$ cat src/sv/qoi_enc_pkg.sv
`default_nettype none
// ----------------------------------------------------------------------------
// QOI encoder package
// Shared types, chunk opcodes and the pixel hash of the QOI pixel encoder.
// ----------------------------------------------------------------------------
package qoi_enc_pkg;

	localparam int TABLE_ENTRIES = 64;
	localparam int HASH_W        = $clog2(TABLE_ENTRIES);
	localparam int HASH_SUM_W    = 13;
	localparam int MAX_RUN       = 62;
	localparam int RUN_W         = 6;
	localparam int MAX_BYTES     = 6;
	localparam int CNT_W         = 3;

	localparam logic [7:0] OP_INDEX     = 8'h00;
	localparam logic [7:0] OP_DIFF      = 8'h40;
	localparam logic [7:0] OP_LUMA      = 8'h80;
	localparam logic [7:0] OP_RUN       = 8'hC0;
	localparam logic [7:0] OP_RGB       = 8'hFE;
	localparam logic [7:0] OP_RGBA      = 8'hFF;
	localparam logic [7:0] ALPHA_OPAQUE = 8'hFF;

	typedef struct packed {
		logic [7:0] red;
		logic [7:0] green;
		logic [7:0] blue;
		logic [7:0] alpha;
	} pixel_t;

	localparam pixel_t PIXEL_RESET = '{red: 8'h00, green: 8'h00, blue: 8'h00,
		alpha: 8'hFF};

	typedef struct packed {
		logic [7:0] red;
		logic [7:0] green;
		logic [7:0] blue;
		logic [7:0] alpha;
		logic       last_pixel;
	} in_item_t;

	typedef struct packed {
		logic [7:0] out_byte;
		logic       last_of_item;
		logic       image_done;
	} out_item_t;

	typedef struct packed {
		logic [MAX_BYTES-1:0][7:0] data;
		logic [CNT_W-1:0]          cnt;
	} chunk_t;

	typedef struct packed {
		logic              en;
		logic [HASH_W-1:0] addr;
		pixel_t            data;
	} tbl_wr_t;

	function automatic logic [HASH_W-1:0] pixel_hash(input pixel_t p);
		logic [HASH_SUM_W-1:0] s;
		s = HASH_SUM_W'(p.red) * HASH_SUM_W'(3) + HASH_SUM_W'(p.green) * HASH_SUM_W'(5)
			+ HASH_SUM_W'(p.blue) * HASH_SUM_W'(7) + HASH_SUM_W'(p.alpha) * HASH_SUM_W'(11);
		return s[HASH_W-1:0];
	endfunction

endpackage
`default_nettype wire

$ cat src/sv/qoi_enc_table.sv
`default_nettype none
// ----------------------------------------------------------------------------
// QOI seen-pixel table
// 64-entry synchronous RAM with per-entry valid bits and write-to-read
// forwarding; an invalid entry reads as an all-zero pixel.
// ----------------------------------------------------------------------------
module qoi_enc_table (
	input  wire logic                           clk,
	input  wire logic                           arst_n,
	input  wire logic                           rd_en,
	input  wire logic [qoi_enc_pkg::HASH_W-1:0] rd_addr,
	input  wire logic [qoi_enc_pkg::HASH_W-1:0] addr_s1,
	input  wire qoi_enc_pkg::tbl_wr_t           wr,
	input  wire logic                           clear,
	output qoi_enc_pkg::pixel_t                 entry
);

	qoi_enc_pkg::pixel_t                       mem_q [qoi_enc_pkg::TABLE_ENTRIES];
	qoi_enc_pkg::pixel_t                       rdata_s1;
	qoi_enc_pkg::pixel_t                       fwd_data_s1;
	logic                                      fwd_s1;
	logic [qoi_enc_pkg::TABLE_ENTRIES-1:0]     valid_q;

	// RAM: read returns the old contents on a same-address write
	always_ff @(posedge clk) begin
		if (wr.en) begin
			mem_q[wr.addr] <= wr.data;
		end
		if (rd_en) begin
			rdata_s1    <= mem_q[rd_addr];
			fwd_data_s1 <= wr.data;
		end
	end

	always_ff @(posedge clk or negedge arst_n) begin
		if (!arst_n) begin
			fwd_s1 <= 1'b0;
		end else if (rd_en) begin
			fwd_s1 <= wr.en && (wr.addr == rd_addr);
		end
	end

	// clear wins over a write in the same cycle
	always_ff @(posedge clk or negedge arst_n) begin
		if (!arst_n) begin
			valid_q <= '0;
		end else if (clear) begin
			valid_q <= '0;
		end else if (wr.en) begin
			valid_q[wr.addr] <= 1'b1;
		end
	end

	always_comb begin
		if (!valid_q[addr_s1]) begin
			entry = '0;
		end else if (fwd_s1) begin
			entry = fwd_data_s1;
		end else begin
			entry = rdata_s1;
		end
	end

	a_clear_empties: assert property (@(posedge clk) disable iff (!arst_n)
		clear |=> valid_q == '0)
		else $error("table not empty after clear");

endmodule
`default_nettype wire

$ cat src/sv/qoi_enc_chunk.sv
`default_nettype none
// ----------------------------------------------------------------------------
// QOI chunk former
// Picks the chunk for one pixel from the previous pixel, the run count and
// the table entry, and returns its bytes plus the next state.
// ----------------------------------------------------------------------------
module qoi_enc_chunk (
	input  wire qoi_enc_pkg::pixel_t                pix,
	input  wire logic                               last,
	input  wire logic [qoi_enc_pkg::HASH_W-1:0]     hash,
	input  wire qoi_enc_pkg::pixel_t                prev,
	input  wire logic [qoi_enc_pkg::RUN_W-1:0]      run,
	input  wire qoi_enc_pkg::pixel_t                entry,
	output qoi_enc_pkg::chunk_t                     chunk,
	output qoi_enc_pkg::tbl_wr_t                    wr,
	output qoi_enc_pkg::pixel_t                     prev_next,
	output logic [qoi_enc_pkg::RUN_W-1:0]           run_next
);

	logic                                           same;
	logic [qoi_enc_pkg::RUN_W-1:0]                  run_inc;
	logic signed [7:0]                              dr;
	logic signed [7:0]                              dg;
	logic signed [7:0]                              db;
	logic signed [8:0]                              dr_dg;
	logic signed [8:0]                              db_dg;
	logic [7:0]                                     dr2;
	logic [7:0]                                     dg2;
	logic [7:0]                                     db2;
	logic [7:0]                                     dg32;
	logic [8:0]                                     rg8;
	logic [8:0]                                     bg8;
	logic                                           small_diff;
	logic                                           luma_fit;
	logic [qoi_enc_pkg::MAX_BYTES-1:0][7:0]         body;
	logic [qoi_enc_pkg::CNT_W-1:0]                  body_n;
	logic                                           run_flush;
	logic [7:0]                                     run_byte;

	always_comb begin
		same    = pix == prev;
		run_inc = run + qoi_enc_pkg::RUN_W'(1);

		dr    = $signed(pix.red - prev.red);
		dg    = $signed(pix.green - prev.green);
		db    = $signed(pix.blue - prev.blue);
		dr_dg = $signed({dr[7], dr}) - $signed({dg[7], dg});
		db_dg = $signed({db[7], db}) - $signed({dg[7], dg});
		dr2   = pix.red - prev.red + 8'd2;
		dg2   = pix.green - prev.green + 8'd2;
		db2   = pix.blue - prev.blue + 8'd2;
		dg32  = pix.green - prev.green + 8'd32;
		rg8   = dr_dg + 9'sd8;
		bg8   = db_dg + 9'sd8;

		small_diff = dr >= -8'sd2 && dr <= 8'sd1 && dg >= -8'sd2 && dg <= 8'sd1
			&& db >= -8'sd2 && db <= 8'sd1;
		luma_fit   = dg >= -8'sd32 && dg <= 8'sd31 && dr_dg >= -9'sd8 && dr_dg <= 9'sd7
			&& db_dg >= -9'sd8 && db_dg <= 9'sd7;

		body      = '0;
		body_n    = '0;
		wr.en     = 1'b0;
		wr.addr   = hash;
		wr.data   = pix;
		prev_next = prev;
		run_next  = run;

		if (same) begin
			// repeat of previous pixel: grow the run, flush at the cap or at the end
			run_flush = run_inc >= qoi_enc_pkg::RUN_W'(qoi_enc_pkg::MAX_RUN) || last;
			run_byte  = qoi_enc_pkg::OP_RUN | {2'b00, run};
			run_next  = run_flush ? '0 : run_inc;
		end else begin
			run_flush = run != '0;
			run_byte  = qoi_enc_pkg::OP_RUN | {2'b00, run - qoi_enc_pkg::RUN_W'(1)};
			run_next  = '0;
			prev_next = pix;
			if (entry == pix) begin
				body[0] = qoi_enc_pkg::OP_INDEX | {2'b00, hash};
				body_n  = qoi_enc_pkg::CNT_W'(1);
			end else begin
				wr.en = 1'b1;
				if (pix.alpha == prev.alpha) begin
					if (small_diff) begin
						body[0] = qoi_enc_pkg::OP_DIFF | {2'b00, dr2[1:0], dg2[1:0], db2[1:0]};
						body_n  = qoi_enc_pkg::CNT_W'(1);
					end else if (luma_fit) begin
						body[0] = qoi_enc_pkg::OP_LUMA | {2'b00, dg32[5:0]};
						body[1] = {rg8[3:0], bg8[3:0]};
						body_n  = qoi_enc_pkg::CNT_W'(2);
					end else begin
						body[0] = qoi_enc_pkg::OP_RGB;
						body[1] = pix.red;
						body[2] = pix.green;
						body[3] = pix.blue;
						body_n  = qoi_enc_pkg::CNT_W'(4);
					end
				end else begin
					body[0] = qoi_enc_pkg::OP_RGBA;
					body[1] = pix.red;
					body[2] = pix.green;
					body[3] = pix.blue;
					body[4] = pix.alpha;
					body_n  = qoi_enc_pkg::CNT_W'(5);
				end
			end
		end

		// prepend the run byte when a pending run is flushed
		chunk.data[0] = run_flush ? run_byte : body[0];
		for (int i = 1; i < qoi_enc_pkg::MAX_BYTES; i++) begin
			chunk.data[i] = run_flush ? body[i-1] : body[i];
		end
		chunk.cnt = body_n + qoi_enc_pkg::CNT_W'(run_flush);
	end

endmodule
`default_nettype wire

$ cat src/sv/qoi_enc_emit.sv
`default_nettype none
// ----------------------------------------------------------------------------
// QOI byte emitter
// Holds one chunk of up to six bytes and hands them out one item per cycle while out_stall is low.
// ----------------------------------------------------------------------------
module qoi_enc_emit (
	input  wire logic                 clk,
	input  wire logic                 arst_n,
	input  wire logic                 load,
	input  wire qoi_enc_pkg::chunk_t  chunk,
	input  wire logic                 load_last,
	output logic                      free,
	output logic                      out_valid,
	input  wire logic                 out_stall,
	output qoi_enc_pkg::out_item_t    out_item
);

	logic [qoi_enc_pkg::MAX_BYTES-1:0][7:0] buf_q;
	logic [qoi_enc_pkg::CNT_W-1:0]          cnt_q;
	logic [qoi_enc_pkg::CNT_W-1:0]          idx_q;
	logic                                   done_q;
	logic                                   valid_q;
	logic                                   last_b;

	always_comb begin
		last_b                = idx_q == cnt_q - qoi_enc_pkg::CNT_W'(1);
		free                  = !valid_q || (!out_stall && last_b);
		out_valid             = valid_q;
		out_item.out_byte     = buf_q[idx_q];
		out_item.last_of_item = last_b;
		out_item.image_done   = last_b && done_q;
	end

	always_ff @(posedge clk) begin
		if (load) begin
			buf_q <= chunk.data;
		end
	end

	always_ff @(posedge clk or negedge arst_n) begin
		if (!arst_n) begin
			valid_q <= 1'b0;
			cnt_q   <= '0;
			idx_q   <= '0;
			done_q  <= 1'b0;
		end else if (load) begin
			valid_q <= 1'b1;
			cnt_q   <= chunk.cnt;
			idx_q   <= '0;
			done_q  <= load_last;
		end else if (valid_q && !out_stall) begin
			// advance to the next byte, drop the chunk after its last one
			if (last_b) begin
				valid_q <= 1'b0;
			end else begin
				idx_q <= idx_q + qoi_enc_pkg::CNT_W'(1);
			end
		end
	end

	a_idx_in_chunk: assert property (@(posedge clk) disable iff (!arst_n)
		valid_q |-> (cnt_q != '0) && (idx_q < cnt_q))
		else $error("byte index outside chunk");

	a_load_when_free: assert property (@(posedge clk) disable iff (!arst_n)
		load |-> free && (chunk.cnt != '0))
		else $error("chunk loaded over pending bytes");

endmodule
`default_nettype wire

$ cat src/sv/qoi_pixel_encoder.sv
`default_nettype none
// ----------------------------------------------------------------------------
// QOI pixel encoder
// Turns a stream of RGBA pixels into QOI chunk bytes (no header, no end mark).
// ----------------------------------------------------------------------------
// Usage:
//   in_valid/in_stall/in_item carry one pixel per item; last_pixel marks the
//   final pixel of an image. out_valid/out_stall/out_item carry one chunk
//   byte per item; last_of_item flags the last byte a pixel caused and
//   image_done the last byte of the image.
//   cfg_write/cfg_data set alpha_enabled (reset 1); write it only while idle.
//   An accepted pixel is registered together with its table read; its
//   chunk is then formed and loaded into the emitter once that is free.
//   Throughput: one pixel per cycle while each pixel yields at most one
//   byte and the output is not stalled; a chunk of more than one byte holds
//   the single output register until its last byte is taken. Pixels that
//   only extend a run yield no byte and pass at one per cycle.
//   Reset clears the previous pixel, run count and table valid bits at once;
//   no clearing pass is needed. The same happens after the last pixel.
//   A stalled output holds its byte; the stall backs up through the chunk
//   stage into in_stall.
// ----------------------------------------------------------------------------
module qoi_pixel_encoder (
	input  wire logic                   clk,
	input  wire logic                   arst_n,
	input  wire logic                   cfg_write,
	input  wire logic                   cfg_data,
	input  wire logic                   in_valid,
	output logic                        in_stall,
	input  wire qoi_enc_pkg::in_item_t  in_item,
	output logic                        out_valid,
	input  wire logic                   out_stall,
	output qoi_enc_pkg::out_item_t      out_item
);

	logic                               alpha_en_q;
	qoi_enc_pkg::pixel_t                px_in;
	logic [qoi_enc_pkg::HASH_W-1:0]     hash_in;
	logic                               accept;

	logic                               v_s1;
	qoi_enc_pkg::pixel_t                pix_s1;
	logic                               last_s1;
	logic [qoi_enc_pkg::HASH_W-1:0]     hash_s1;

	qoi_enc_pkg::pixel_t                prev_q;
	logic [qoi_enc_pkg::RUN_W-1:0]      run_q;

	qoi_enc_pkg::pixel_t                entry;
	qoi_enc_pkg::chunk_t                chunk;
	qoi_enc_pkg::tbl_wr_t               wr_raw;
	qoi_enc_pkg::tbl_wr_t               wr;
	qoi_enc_pkg::pixel_t                prev_next;
	logic [qoi_enc_pkg::RUN_W-1:0]      run_next;
	logic                               emit_free;
	logic                               adv;
	logic                               load;

	always_ff @(posedge clk or negedge arst_n) begin
		if (!arst_n) begin
			alpha_en_q <= 1'b1;
		end else if (cfg_write) begin
			alpha_en_q <= cfg_data;
		end
	end

	always_comb begin
		px_in.red   = in_item.red;
		px_in.green = in_item.green;
		px_in.blue  = in_item.blue;
		px_in.alpha = alpha_en_q ? in_item.alpha : qoi_enc_pkg::ALPHA_OPAQUE;
		hash_in     = qoi_enc_pkg::pixel_hash(px_in);

		adv      = v_s1 && ((chunk.cnt == '0) || emit_free);
		load     = adv && (chunk.cnt != '0);
		in_stall = v_s1 && !adv;
		accept   = in_valid && !in_stall;

		wr       = wr_raw;
		wr.en    = wr_raw.en && adv;
	end

	always_ff @(posedge clk) begin
		if (accept) begin
			pix_s1  <= px_in;
			last_s1 <= in_item.last_pixel;
			hash_s1 <= hash_in;
		end
	end

	always_ff @(posedge clk or negedge arst_n) begin
		if (!arst_n) begin
			v_s1 <= 1'b0;
		end else if (accept) begin
			v_s1 <= 1'b1;
		end else if (adv) begin
			v_s1 <= 1'b0;
		end
	end

	// commit state when the pixel leaves the chunk stage; reset after the last pixel
	always_ff @(posedge clk or negedge arst_n) begin
		if (!arst_n) begin
			prev_q <= qoi_enc_pkg::PIXEL_RESET;
			run_q  <= '0;
		end else if (adv) begin
			if (last_s1) begin
				prev_q <= qoi_enc_pkg::PIXEL_RESET;
				run_q  <= '0;
			end else begin
				prev_q <= prev_next;
				run_q  <= run_next;
			end
		end
	end

	qoi_enc_table u_table (
		.clk     (clk),
		.arst_n  (arst_n),
		.rd_en   (accept),
		.rd_addr (hash_in),
		.addr_s1 (hash_s1),
		.wr      (wr),
		.clear   (adv && last_s1),
		.entry   (entry)
	);

	qoi_enc_chunk u_chunk (
		.pix       (pix_s1),
		.last      (last_s1),
		.hash      (hash_s1),
		.prev      (prev_q),
		.run       (run_q),
		.entry     (entry),
		.chunk     (chunk),
		.wr        (wr_raw),
		.prev_next (prev_next),
		.run_next  (run_next)
	);

	qoi_enc_emit u_emit (
		.clk       (clk),
		.arst_n    (arst_n),
		.load      (load),
		.chunk     (chunk),
		.load_last (last_s1),
		.free      (emit_free),
		.out_valid (out_valid),
		.out_stall (out_stall),
		.out_item  (out_item)
	);

	a_last_has_bytes: assert property (@(posedge clk) disable iff (!arst_n)
		v_s1 && last_s1 |-> chunk.cnt != '0)
		else $error("last pixel produced no byte");

endmodule
`default_nettype wire

$ cat config.mk
export PLATFORM = sky130hd
export DESIGN_NAME = qoi_pixel_encoder
export DESIGN_NICKNAME = d
export VERILOG_FILES = /design/src/sv/qoi_enc_pkg.sv /design/src/sv/qoi_enc_table.sv /design/src/sv/qoi_enc_chunk.sv /design/src/sv/qoi_enc_emit.sv /design/src/sv/qoi_pixel_encoder.sv
export SDC_FILE = /design/constraint.sdc
export NUM_CORES = 2
export LEC_CHECK = 0
export BUFFER_PORTS_ARGS = -buffer_cell sky130_fd_sc_hd__buf_2
export CAP_MARGIN = 25
export CORE_AREA = 2 2 420 506
export DETAILED_ROUTE_END_ITERATION = 10
export DIE_AREA = 0 0 422 508
export GPL_TIMING_DRIVEN = 0
export PLACE_DENSITY = 0.6
export RECOVER_POWER = 50
export SYNTH_ARGS = -nofsm -noshare
export SYNTH_HDL_FRONTEND = slang
export SYNTH_HIERARCHICAL = 1
export SYNTH_SLANG_ARGS = --single-unit
$ cat constraint.sdc
create_clock -name clk -period 14.8 [get_ports clk]
set_input_delay 1.48 -clock clk [delete_from_list [all_inputs] [get_ports clk]]
set_output_delay 1.48 -clock clk [all_outputs]
set_load 0.01 [all_outputs]
**Word level (Yosys, flattened, before mapping)**

Memories as Yosys holds them, arrays and structs flattened. A register that Yosys moved wholly into a read port is not among the register bits.
Index checks and enable logic that the tools add are counted.

- Memories: 1
- Bits in writable memories: 2048
- Input port bits: 39
- Register bits after elaboration: 232

Memories:

| memory | depth | bits a word | read ports | clocked after Yosys merged registers in | wr ports | line | RTL |
|---|---|---|---|---|---|---|---|
| u_table.mem_q | 64 | 32 | 1 | 1 | 1 | qoi_enc_table.sv:18 | `qoi_enc_pkg::pixel_t mem_q [qoi_enc_pkg::TABLE_ENTRIES];` |

- Eq/ne operators: 7
- Bitwise gates (word level): 1
- Multiplexer cells: 49
- Multiply operators: 4
- Reduce and logical (&&, ||, !) cells: 38
- Add/sub/neg operators: 19
- Order comparisons: 16

Operators with widths:

| operator | number |
|---|---|
| two-way mux 32 bit | 6 |
| two-way mux 64 bit | 2 |
| two-way mux 8 bit | 10 |
| == test 32 bit | 2 |
| OR 64 bit | 1 |
| two-way mux 40 bit | 1 |
| two-way mux 16 bit | 2 |
| binary-select mux 8 bit (select 3 bit) | 1 |
| >= comparator 8 x 2 -> 1 bit, second input constant | 3 |
| less-or-equal comparator 8 x 2 -> 1 bit, second input constant | 3 |
| two-way mux 24 bit | 1 |
| two-way mux 3 bit | 8 |
| two-way mux 6 bit | 4 |
| subtractor 8 bit | 3 |
| logical AND 1 bit | 21 |
| adder 6 bit | 3 |
| >= comparator 9 x 4 -> 1 bit, second input constant | 2 |
| less-or-equal comparator 9 x 4 -> 1 bit, second input constant | 2 |
| subtractor 8 x 8 -> 9 bit | 2 |
| multiplier 8 x 3 -> 6 bit, second input constant | 2 |
| two-way mux 1 bit | 12 |
| adder 4 bit, second input constant | 2 |
| == test 8 bit | 1 |
| >= comparator 8 x 6 -> 1 bit, second input constant | 1 |
| other kinds (26) | 39 |

**Longest topological paths before layout**

- Depth after elaboration: 21
- Gate-level depth with buffers: 31
- Gate-level depth less buffers: 28

**By module**

Netlist, hierarchy kept.

Modules (own cells, without submodules):

| module | sequential area each (sq um) | cells an instance | area each (sq um) | instances |
|---|---|---|---|---|
| qoi_enc_table | 65047.4 | 3539 | 83067.2 | 1 |
| qoi_enc_chunk | 0.0 | 682 | 4519.3 | 1 |
| qoi_pixel_encoder | 2183.3 | 331 | 3901.2 | 1 |
| qoi_enc_emit | 1641.6 | 132 | 2318.5 | 1 |

**Worst setup path before layout**

No wires, ideal clock.

- Path type: flip-flop to flip-flop
- Start: register pix_s1[8] in the netlist's numbering
- End: register u_table.fwd_s1
- Arrival time: 9.714 ns
- Stages on the path, launching flop included: 23
- Buffers on the path: 1
- Clock period less this slack: 9.802 ns
- Slack: 4.998 ns
- Cells stage by stage: edfxtp_1 -> inv_1 -> ha_1 -> inv_1 -> fa_1 -> inv_1 -> fa_1 -> nor2b_1 -> o21ai_0 -> nand2b_1 -> a21oi_1 -> maj3_2 -> o32a_1 -> or4_1 -> a21oi_2 -> buf_6 -> nand2_4 -> nor2_1 -> ha_1 -> nor3_1 -> nor3b_1 -> nor2b_1 -> mux2_2

RTL lines:

| element | line | RTL |
|---|---|---|
| start, declared | qoi_pixel_encoder.sv:42 | `qoi_enc_pkg::pixel_t pix_s1;` |
| start signal, assigned | qoi_pixel_encoder.sv:85 | `pix_s1 <= px_in;` |
| end signal, assigned | qoi_enc_table.sv:39 | `fwd_s1 <= wr.en && (wr.addr == rd_addr);` |
| end, declared | qoi_enc_table.sv:21 | `logic fwd_s1;` |

==> results.json <==
{
  "outcome": "complete, but fails checks",
  "violations": "capacitance limit, slew limit",
  "rsz0062_at_grt": "no",
  "wl_per_cell_um": 34.2,
  "dr.pass1.iters": 8,
  "avgViaCountPerCell": 6.05,
  "place_area_um2": 100000,
  "cts_root_buf": "clkbuf_16",
  "dp_cells": 7669,
  "chipHeight_um": 508,
  "synth_area_um2": 93800,
  "grt_max_degree": 66,
  "grt_pass1_vias": 49111,
  "setup_violations": 0,
  "slew_viol_final": 2228,
  "grt-ovfl-total": 0,
  "area_growth_pct": 14.0,
  "num_rows": 185,
  "clk_pin_slew_ns": 0.06,
  "cts_tree": "yes",
  "hp-start": "prev_q[19]$_DFFE_PN0P_",
  "synth_edf_count": 2199,
  "fin_tns_setup_ns": 0,
  "hpwlAfterDp_um": 189000,
  "hold_violations": 0,
  "wirelength_um": 276000,
  "antenna_found_initial": 17,
  "final_nets": 5212,
  "die_area_um2": 214000,
  "track_usage_pct": 25.8,
  "num-fill-cells": 16843,
  "vias": 48836,
  "final_layout_size_suffix_gt1_share_pct": 24.3,
  "ys_seq_elements": 2312,
  "r2r_slack_ns": 2.42,
  "crit_fanout": 17,
  "ctsResizeCount": 0,
  "period_needed_ns": 12.38,
  "ant_nets": 0,
  "cts-htree-levels": 4,
  "start_util_pct": 44.6,
  "finalInstanceArea_um2": 107000,
  "fin_crit_sh_pct": 83.6,
  "place_congestion": 0.978,
  "syn_avg_cell_area_um2": 20.0,
  "slowest_delay_ns": 1.01,
  "crit_path_end_kind": "register",
  "cts_buffers": 215,
  "syn_nets": 4814,
  "synth.area.top_cells": "edfxtp_1, mux4_2, dfrtp_1",
  "skew_ns": 0.0475,
  "clock_path_buffers": 3,
  "cts_hold_buf": 0,
  "ys.warnings.count": 6,
  "relSlewSlack_pct": -176,
  "required_ns": 15.36,
  "io_pins": 51,
  "drc": 0,
  "synth_area_leader_cell": "edfxtp_1",
  "portBuffers": 50,
  "seq_area_frac_synth_pct": 73.4,
  "dieWidth_um": 422,
  "path_buf_inv": 5,
  "critPathLaunchType": "register",
  "async_reset_ff_share_pct": 4.89,
  "post-route-util_pct": 50.9,
  "timing.rr.start": "hash_s1[1]$_DFFE_PP_",
  "hold_path_class": "reg2reg",
  "grt_pass1_wl_um": 384000,
  "slowest_stage": "nor2_4",
  "max_cap_violations": 34,
  "cp_top_family": "simple AND/OR/NAND/NOR gates",
  "clkSinkCount": 2312,
  "fmax_ghz": 0.0808,
  "cp.arrival_ns": 12.94,
  "cts_setup_buffers": 0,
  "design.core.area_um2": 210000,
  "crit_path_start": "hash_s1[1]$_DFFE_PP_",
  "clkLatencyLatePin_ns": 0.89,
  "drtIter0Drc": 6562,
  "ys_types": 96,
  "synth_top_area_share_pct": 70.4,
  "worst_pin_slew_ns": 4.14,
  "postSynth.topFlopCell": "edfxtp_1",
  "crit_chain": "clkbuf_1 -> mux4_2 -> mux2i_1 -> a221oi_1 -> a22oi_1 -> clkbuf_1 -> nor2_1 -> xor2_1 -> nor4_1 -> nand4_1 -> nor2_1 -> nor2_1 -> nand2b_1 -> a21o_1 -> clkbuf_1 -> xnor2_1 -> nor3_1 -> o21ai_0 -> clkbuf_1 -> nor2_1 -> nor2b_1 -> nand3_1 -> nor2_4 -> buf_12",
  "worstSetupPathType": "reg2reg",
  "syn-instance-count": 4684,
  "instances_no_fill": 8075
}
-- tightest hold or removal path, stage by stage (launching register included) --
cell,delay [ns]
dfrtp_1,0.34
nand2_1,0.04
o21ai_0,0.06
-- synthesized netlist by cell type, types with 24 or more instances --
cell      count
nand2_1     188
dfrtp_1     104
clkbuf_1    119
mux4_2      628
nor2_1      301
inv_1       101
xor2_1       60
a21oi_1      45
mux2i_1      88
buf_2        68
nor2b_1      24
nor3_1       24
edfxtp_1   2199
a22oi_1      53
o21ai_0      92
nand2b_1     30
o22ai_1      35
buf_4        59
xnor2_1      28
ha_1         63
buf_1        30
fa_1         28
-- worst paths after layout --
kind	endpoint	cells after the start
max	u_table/mem_q[62][0]$_DFFE_PP_	24
max in group asynchronous	u_table/valid_q[31]$_DFFE_PN0P_	2
max reg2reg	u_table/mem_q[62][0]$_DFFE_PP_	24
min	prev_q[19]$_DFFE_PN0P_	2
min in group asynchronous	prev_q[21]$_DFFE_PN0P_	1
min reg2reg	prev_q[19]$_DFFE_PN0P_	2
-- cells in the final DEF, fill, tap and decap left out, types with 60 or more instances in the layout --
master,count
edfxtp_1,2199
mux4_2,628
clkbuf_1,250
nor2_1,241
clkbuf_16,216
nand2_1,188
dfrtp_1,104
inv_1,102
o21ai_0,97
buf_2,88
mux2i_1,88
buf_12,64
ha_1,63
xor2_1,61
nor2_4,60
-- metal layers --
layer  share of wire, %  track usage (%)  routed length (um)  vias to the layer above
li1                   -                -                   -                    19870
met2                 50             43.5              137000                     2151
met3                7.9             4.91               21700                      589
met1                 37             32.0              101000                    26212
met4                6.0             13.2               16700                       14
met5              0.046                0                 126                        -
-- state kept, by name, indices dropped and copies added, names as in the netlist, 6 cells and up --
| name | flops |
|---|---|
| pix_s1 | 32 |
| prev_q | 32 |
| u_emit/buf_q | 48 |
| u_table/mem_q | 2048 |
| run_q | 6 |
| u_table/fwd_data_s1 | 32 |
| hash_s1 | 6 |
| u_table/valid_q | 64 |
| u_table/rdata_s1 | 32 |
-- cells by family after synthesis --
kind of cell / count (synthesis) / share of synthesized area (%)
buffers and inverters: 395 / 1.97
AOI/OAI and AO/OA: 377 / 2.78
and+or+nand+nor: 691 / 3.32
xor gates and xnor gates: 93 / 0.948
muxes: 724 / 16.1
DFF: 2312 / 73.4
adders and majority gates: 92 / 1.45
-- cell type report --
cell class / instances / area, um2 / area share, %
sequential: 2312 / 68900 / 64.4
multi-input combinational: 1977 / 23500 / 22.0
clock buffer: 286 / 5720 / 5.34
tap: 2805 / 3510 / 3.28
timing repair buffer: 181 / 2560 / 2.40
buffer: 284 / 1290 / 1.20
clock inverter: 117 / 1040 / 0.976
inverter: 111 / 418 / 0.391
antenna: 2 / 5.00 / 0.00468
-- through the flow --
stage          worst slack [ns]  hold WS (ns)
3_5_place_dp               3.75         0.471
3_3_place_gp              -3.05         0.463
4_1_cts                    3.72         0.486
6_report                   2.42         0.484
5_1_grt                    2.29         0.501
2_1_floorplan              5.00         0.448
Power is not shown: default switching activity piles up to over one toggle a cycle in this logic, so the estimate is an artifact.
